<file path="src/sv/rfch_pkg.sv">
// ----------------------------------------------------------------------------
// rfch_pkg
// Types and constants shared by the radio frame classifier histogram blocks.
// ----------------------------------------------------------------------------
package rfch_pkg;

  // request types
  localparam logic REQ_FRAME = 1'b0;
  localparam logic REQ_READ  = 1'b1;

  // frame classes
  localparam logic [1:0] CLS_FOREIGN  = 2'd0;
  localparam logic [1:0] CLS_OURS     = 2'd1;
  localparam logic [1:0] CLS_OURS_BAD = 2'd2;
  localparam logic [1:0] CLS_NOISE    = 2'd3;

  // configuration register indexes
  localparam int unsigned CFG_IDX_W = 3;
  localparam logic [CFG_IDX_W-1:0] CFG_TARGET_DEVNUM   = 3'd0;
  localparam logic [CFG_IDX_W-1:0] CFG_TARGET_DEV_TYPE = 3'd1;
  localparam logic [CFG_IDX_W-1:0] CFG_TARGET_TX_TYPE  = 3'd2;
  localparam logic [CFG_IDX_W-1:0] CFG_PREFIX_TABLE    = 3'd3;

  // configuration reset values
  localparam logic [15:0] RST_TARGET_DEVNUM   = 16'd14871;
  localparam logic [6:0]  RST_TARGET_DEV_TYPE = 7'h0B;
  localparam logic [7:0]  RST_TARGET_TX_TYPE  = 8'h05;
  localparam logic [63:0] RST_PREFIX_TABLE    = 64'h8877_1755_4433_2211;

  // histogram geometry
  localparam int unsigned HIST_DEPTH  = 256;
  localparam int unsigned HIST_ADDR_W = 8;

  typedef struct packed {
    logic        req_type;
    logic        crc_ok;
    logic [2:0]  match_slot;
    logic [7:0]  dev_hi;
    logic [7:0]  dev_type;
    logic [7:0]  tx_type;
    logic [7:0]  ctrl_byte;
    logic [31:0] frame_time;
    logic [7:0]  hist_bin;
  } in_item_t;

  typedef struct packed {
    logic [1:0]         frame_class;
    logic               odd_type;
    logic [15:0]        device_number;
    logic signed [31:0] time_delta;
    logic [31:0]        hist_count;
    logic [31:0]        count_ours;
    logic [31:0]        count_foreign;
    logic [31:0]        count_longframe;
    logic [31:0]        count_oddtype;
  } out_item_t;

  typedef struct packed {
    logic [15:0] target_devnum;
    logic [6:0]  target_dev_type;
    logic [7:0]  target_tx_type;
    logic [63:0] prefix_table;
  } cfg_regs_t;

  // histogram access issued with an accepted item
  typedef struct packed {
    logic                   is_read;
    logic                   inc;
    logic [HIST_ADDR_W-1:0] addr;
  } hist_req_t;

endpackage

</file>
<file path="src/sv/rfch_classify.sv">
// ----------------------------------------------------------------------------
// rfch_classify
// Rebuilds the device number, classes the frame, keeps the scalar counters
// and the last timestamp of ours, and issues the histogram access.
// ----------------------------------------------------------------------------
module rfch_classify import rfch_pkg::*; #(
  parameter int unsigned COUNTER_WIDTH = 32
) (
  input  logic      clk,
  input  logic      rst_n,
  input  cfg_regs_t cfg,
  input  logic      accept,
  input  in_item_t  in_data,
  output out_item_t res,
  output hist_req_t hreq
);

  logic [COUNTER_WIDTH-1:0] ours_cnt_r, ours_cnt_nxt;
  logic [COUNTER_WIDTH-1:0] foreign_cnt_r, foreign_cnt_nxt;
  logic [COUNTER_WIDTH-1:0] long_cnt_r, long_cnt_nxt;
  logic [COUNTER_WIDTH-1:0] odd_cnt_r, odd_cnt_nxt;
  logic [31:0]              last_time_r, last_time_nxt;
  logic                     seen_r, seen_nxt;

  logic [7:0]  dev_lo;
  logic [15:0] dev_num;
  logic        ours;
  logic        typical;

  function automatic logic [31:0] low32(input logic [63:0] v);
    return v[31:0];
  endfunction

  // device number and type checks
  always_comb begin
    dev_lo  = cfg.prefix_table[{in_data.match_slot, 3'b000} +: 8];
    dev_num = {in_data.dev_hi, dev_lo};
    ours    = (dev_num == cfg.target_devnum);
    typical = (in_data.dev_type[6:0] == cfg.target_dev_type) &&
              (in_data.tx_type == cfg.target_tx_type);
  end

  // classification, counter updates and result fields
  always_comb begin
    ours_cnt_nxt    = ours_cnt_r;
    foreign_cnt_nxt = foreign_cnt_r;
    long_cnt_nxt    = long_cnt_r;
    odd_cnt_nxt     = odd_cnt_r;
    last_time_nxt   = last_time_r;
    seen_nxt        = seen_r;
    res             = '0;
    hreq.is_read    = (in_data.req_type == REQ_READ);
    hreq.inc        = 1'b0;
    hreq.addr       = in_data.ctrl_byte;

    if (in_data.req_type == REQ_READ) begin
      hreq.addr = in_data.hist_bin;
    end else begin
      res.device_number = dev_num;
      if (!ours) begin
        if (in_data.crc_ok) begin
          res.frame_class = CLS_FOREIGN;
          foreign_cnt_nxt = foreign_cnt_r + 1'b1;
        end else begin
          res.frame_class = CLS_NOISE;
        end
      end else begin
        if (in_data.crc_ok) begin
          res.frame_class = CLS_OURS;
          ours_cnt_nxt    = ours_cnt_r + 1'b1;
          hreq.inc        = 1'b1;
          if (!typical) begin
            odd_cnt_nxt = odd_cnt_r + 1'b1;
          end
        end else begin
          res.frame_class = CLS_OURS_BAD;
          long_cnt_nxt    = long_cnt_r + 1'b1;
        end
        res.odd_type   = !typical;
        res.time_delta = seen_r ? $signed(in_data.frame_time - last_time_r) : '0;
        last_time_nxt  = in_data.frame_time;
        seen_nxt       = 1'b1;
      end
    end

    res.count_ours      = low32(64'(ours_cnt_nxt));
    res.count_foreign   = low32(64'(foreign_cnt_nxt));
    res.count_longframe = low32(64'(long_cnt_nxt));
    res.count_oddtype   = low32(64'(odd_cnt_nxt));
  end

  // scalar state
  always_ff @(posedge clk) begin
    if (!rst_n) begin
      ours_cnt_r    <= '0;
      foreign_cnt_r <= '0;
      long_cnt_r    <= '0;
      odd_cnt_r     <= '0;
      last_time_r   <= '0;
      seen_r        <= 1'b0;
    end else if (accept) begin
      ours_cnt_r    <= ours_cnt_nxt;
      foreign_cnt_r <= foreign_cnt_nxt;
      long_cnt_r    <= long_cnt_nxt;
      odd_cnt_r     <= odd_cnt_nxt;
      last_time_r   <= last_time_nxt;
      seen_r        <= seen_nxt;
    end
  end

endmodule

</file>
<file path="config.mk">
export PLATFORM = sky130hd
export DESIGN_NAME = rfch_classify
export DESIGN_NICKNAME = d
export VERILOG_FILES = /design/src/sv/rfch_pkg.sv /design/src/sv/rfch_classify.sv
export SDC_FILE = /design/constraint.sdc
export NUM_CORES = 1
export LEC_CHECK = 0
export BUFFER_PORTS_ARGS = -buffer_cell sky130_fd_sc_hd__buf_2
export CAP_MARGIN = 30
export CORE_UTILIZATION = 53
export CTS_CLUSTER_DIAMETER = 40
export CTS_CLUSTER_SIZE = 24
export DETAILED_ROUTE_END_ITERATION = 6
export PLACE_DENSITY = 0.8
export SKIP_CTS_REPAIR_TIMING = 1
export SYNTH_ARGS = -nofsm -noshare
export SYNTH_HDL_FRONTEND = slang
export SYNTH_SLANG_ARGS = --single-unit
</file>
<file path="constraint.sdc">
create_clock -name clk -period 3.6 [get_ports clk]
set_input_delay 0.18 -clock clk [delete_from_list [all_inputs] [get_ports clk]]
set_output_delay 0.18 -clock clk [all_outputs]
set_load 0.03 [all_outputs]
</file>
# Word-level counts from Yosys, hierarchy flattened
# Cells that the tools add are included.
dict set report op_classes {
  addsub 5
  mul 0
  div_mod_pow 0
  n_lt_le_gt_ge 0
  n_eq_ne 3
  shift 1
  mux 24
  n_bitwise 1
  reduce_logical 3
}
# operator n
set op_table {}
lappend op_table {{$mux 32} 15}
lappend op_table {{$add 32x1->32 const B} 4}
lappend op_table {{$shiftx 64x7->8} 1}
lappend op_table {{$mux 51} 1}
lappend op_table {{$sub 32x32->32} 1}
lappend op_table {{$eq 16x16->1} 1}
lappend op_table {{$eq 8x8->1} 1}
lappend op_table {{$mux 8} 1}
lappend op_table {{$eq 7x7->1} 1}
lappend op_table {{$mux 2} 3}
lappend op_table {{$mux 1} 4}
lappend op_table {{$reduce_and 3->1} 1}
lappend op_table {{$logic_and 1x1->1} 1}
lappend op_table {{$logic_not 1->1} 1}
lappend op_table {{$not 1->1} 1}
dict set report totals {
  ff_bits 161
  latchBits 0
  ramBits 0
  rom_bits 0
  inputBits 175
  output_inout_bits 221
  wordCells 43
  n_memories 0
}

# Logic depth before layout (Yosys ltp)
dict set report depth {
  depth_word 6
  ltp_mapped 13
  ltp_nobuf 11
}

# Worst setup path before layout
# Ideal clock, no wire load.
dict set report synth_path {
  path_kind {input to output}
  start {input in_data[74] in the netlist's numbering}
  end {output res[170] in the netlist's numbering}
  t_arrival_ns 4.044
  required_time_ns 3.420
  path_slack_ns -0.624
  stages 12
  cell_sequence {clkbuf_1 > clkbuf_1 > mux4_2 > mux2i_2 > xnor2_1 > nor3_1 > nand3_1 > buf_2 > nor2_2 > nand2_1 > clkbuf_1 > a2111oi_0}
}
# element line
set synth_lines {}
lappend synth_lines {{start: declaration} rfch_classify.sv:13} ;# input in_item_t in_data,
lappend synth_lines {{end: declaration} rfch_classify.sv:14} ;# output out_item_t res,

==> metrics.md <==
| Metric | Value |
|---|---|
| Unique masters post-synth | `66` |
| Arrival @ worst endpoint | `3.30 ns` |
| Final-report hold violation count | `5` |
| Share of synthesized registers carrying an async set or reset | `0%` |
| Main synth FF type | `dfxtp_1` |
| Rows | `55` |
| Final Total Pwr | `4.23 mW` |
| Core Region | `22700 um2` |
| Largest family of logic cells by synthesized area | `simple AND/OR/NAND/NOR gates` |
| RSZ-0062 raised after global routing | `yes` |
| Slowest stage cell on the critical path | `dlygate4sd3_1` |
| GRT overflow | `0` |
| Syn-to-layout area delta | `21.9%` |
| Mean Syn Cell Area | `7.57 um2` |
| Max Root-Sink Buffers | `2` |
| Crit-path max FO | `6` |
| WL/cell | `16.1 um` |
| Final Setup Violations | `0` |
| Sequential fraction of the synthesis area | `26.1%` |
| Finished Layout Cells | `2265` |
| First-pass GRT wire length | `57800 um` |
| Layout cells sized above 1 | `25.5%` |
| Effective utilization at floorplan | `54.4%` |
| Clock transition at the registers of the reported paths | `0.07 ns` |
| Number of I/O port buffers | `362` |
| CP endpoint kind | `output port` |
| Initial antenna violation count | `2` |
| R2R Path Start | `long_cnt_r[7]` |
| Ys Warns | `0` |
| Routed Antenna Nets | `0` |
| Detailed-route vias per instance | `5.59` |
| Die area | `23900 um2` |
| Routed via count | `12700` |
| Drt total wl | `36500 um` |
| Inserted Clock Buffers | `17` |
| Final period utilization | `96.5%` |
| Failing checks | `negative hold slack` |
| Reg2reg end | `long_cnt_r[29]` |
| Post-synthesis compound-gate area fraction | `8.73%` |
| Layout Nets | `2179` |
| Synth Area in XOR/XNOR | `19.8%` |
| Synth Area in Simple Gates | `30.1%` |
| Seq cells post-synth | `161` |
| Skew-Pair Late Insertion Delay | `0.44 ns` |
| CTS root buf | `clkbuf_16` |
| Final slew viol count | `0` |
| DRC | `0` |
| Critical path launch point type | `input pin` |
| Cells on Worst Hold Path | `3` |
| WHS Endpoint | `last_time_r[0]` |
| Fmax | `0.288 GHz` |
| Post-Synthesis Cells | `1630` |
| Io pins | `396` |
| Worst hold margin | `-0.00536 ns` |
| First-pass iteration count of the detailed router | `5` |
| HPWL after DPL | `27900 um` |
| Largest net degree at the start of global routing | `80` |
| Adder-Cell Fraction of Synth Area | `3.91%` |
| Max Cap Viol | `0` |
| Mapped Area | `12300 um2` |
| Filler instances | `2000` |
| Clock H-tree levels | `4` |
| Pleak | `6.44 nW` |
| Relative slew slack | `43.1%` |
| Worst Skew | `0.0144 ns` |
| Iter 0 DRT Violations | `706` |
| Multi-input logic area | `8520 um2` |
| Largest stage delay, worst path | `0.53 ns` |
| EDFF count, synth | `0` |
| Overall routing resource usage | `30.0%` |
| Die Height | `155 um` |
| CTS tree | `yes` |
| Slew @ Worst Pin | `0.853 ns` |
| Most common cell on crit path | `buf_4` |
| Number of global-route vias before repair | `11900` |
| Placed Instances | `2226` |
| Worst hold-check path type | `in -> reg` |
| Hold Crit Start | `in_data[8]` |
| Placer Congestion | `0.944` |
| Pwr dens | `281 nW/um2` |
| # clock sinks | `161` |
| Reg2reg setup slack | `0.84 ns` |
| Req. time, crit path | `3.42 ns` |
| Kind of critical path | `in -> out` |
| Post-route minimum period | `3.48 ns` |
| Die width | `155 um` |
| Mux contribution to synthesized area | `4.69%` |
| Final core area utilization | `66.3%` |
| Worst-case reg-to-reg path depth | `9` |
| VDD IR-drop max | `0.227 mV` |
| CP cell instances | `dlygate4sd3_1 -> buf_2 -> ha_2 -> and2_1 -> and4_2 -> o211ai_1 -> a2111oi_2 -> buf_4 -> o311ai_2 -> a211o_1 -> nand3_1 -> nor3b_1 -> buf_4` |
| Status | `finished, violations left` |
| Register Area | `3220 um2` |
## synth_stat cells (4+ instances only)
library cell,instances,area [um2]
nor3_1,61,305
xor2_1,143,1250
mux2i_1,9,90.1
a21o_1,21,158
nand3_1,88,440
buf_2,15,75.1
a211oi_1,7,52.6
clkbuf_1,69,259
or3_1,23,144
and2_1,9,56.3
buf_4,34,255
inv_1,45,169
nor2_1,204,766
nor4_1,37,231
o21ai_0,33,165
or2_2,7,43.8
ha_1,37,463
o21a_1,7,52.6
nor2b_1,17,106
nand2b_1,7,43.8
dfxtp_1,161,3220
a21oi_1,79,395
and4_1,14,123
and3_1,28,175
xnor2_1,136,1190
mux4_2,16,360
buf_1,4,15.0
nor3b_1,6,45.0
nand2_1,192,721
mux2_2,9,101
a31o_2,4,35.0
nand4_1,55,344
## layout make-up
| cell class | count | area share [%] |
|---|---|---|
| sequential | 161 | 21.4 |
| multi-input combinational | 1328 | 56.7 |
| timing repair buffer | 411 | 14.6 |
| inverter | 47 | 1.19 |
| clock buffer | 19 | 2.88 |
| tap | 285 | 2.37 |
| clock inverter | 12 | 0.906 |
| antenna | 2 | 0.0333 |
## layer usage
layer  vias up  wire [um]  global-route usage (%)
met5         -          0                       0
met4         0       1760                    16.5
met3       105       1970                    5.30
met2       465      17800                    52.3
met1      5910      14900                    35.0
li1       6189          -                       -
## cells by family after synthesis
logic type | Yosys count
compound gates | 178
xor+xnor | 279
fa+ha+maj | 38
buf+inv | 172
flops | 161
mux | 36
other cells | 1
simple gates | 765
## per-stage QoR
stage                     TNS [ns]  cell area, um2  setup WS [ns]
after CTS                   -0.125           14900         -0.122
after floorplan                  0           12500         0.0859
after detailed placement         0           14400         0.0857
final                            0           15000          0.124
after global routing      -0.00969           15000       -0.00969
after global placement           0           14400          0.119
## sequential cells by signal, summed over array words and instances, names as in the netlist
register,cells
foreign_cnt_r,32
last_time_r,32
long_cnt_r,32
odd_cnt_r,32
ours_cnt_r,32
seen_r,1
## report_power, final
| group | leakage, nW | internal [mW] | total, mW | switching, mW |
|---|---|---|---|---|
| sequential | 1.30 | 1.78 | 1.78 | 0.00147 |
| combinational | 4.87 | 0.254 | 0.652 | 0.398 |
| clock | 0.270 | 1.02 | 1.80 | 0.778 |
| total | 6.44 | 3.06 | 4.23 | 1.18 |
## worst max-delay path by stage
stage / startpoint / end / slack (ns) / cells after the start
detailed placement: in_data[73] / res[71] / 0.09 / 14
CTS: last_time_r[8] / res[191] / -0.12 / 12
floorplan: in_data[74] / res[191] / 0.09 / 12
global placement: in_data[73] / res[100] / 0.12 / 13
global route: last_time_r[8] / res[191] / -0.01 / 12
finish: in_data[16] / res[191] / 0.12 / 13
## worst max-delay path: cells and delay by family
kind / cells / cell delay, ns
simple gates: 4 / 0.72
fa+ha+maj: 1 / 0.36
buf+inv: 4 / 1.03
compound gates: 4 / 1.00
## cell usage in the layout, fill, tap and decap left out, drive strengths merged, types with 14 or more instances in the layout
cell type / n
a21o: 21
a21oi: 79
and3: 28
and4: 14
buf: 408
clkbuf: 19
conb: 32
dfxtp: 161
ha: 37
inv: 49
mux4: 16
nand2: 192
nand3: 89
nand4: 55
nor2: 206
nor2b: 17
nor3: 62
nor4: 39
o21ai: 33
or3: 24
xnor2: 136
xor2: 143
Note: power is estimated with default switching activity, not from simulation.
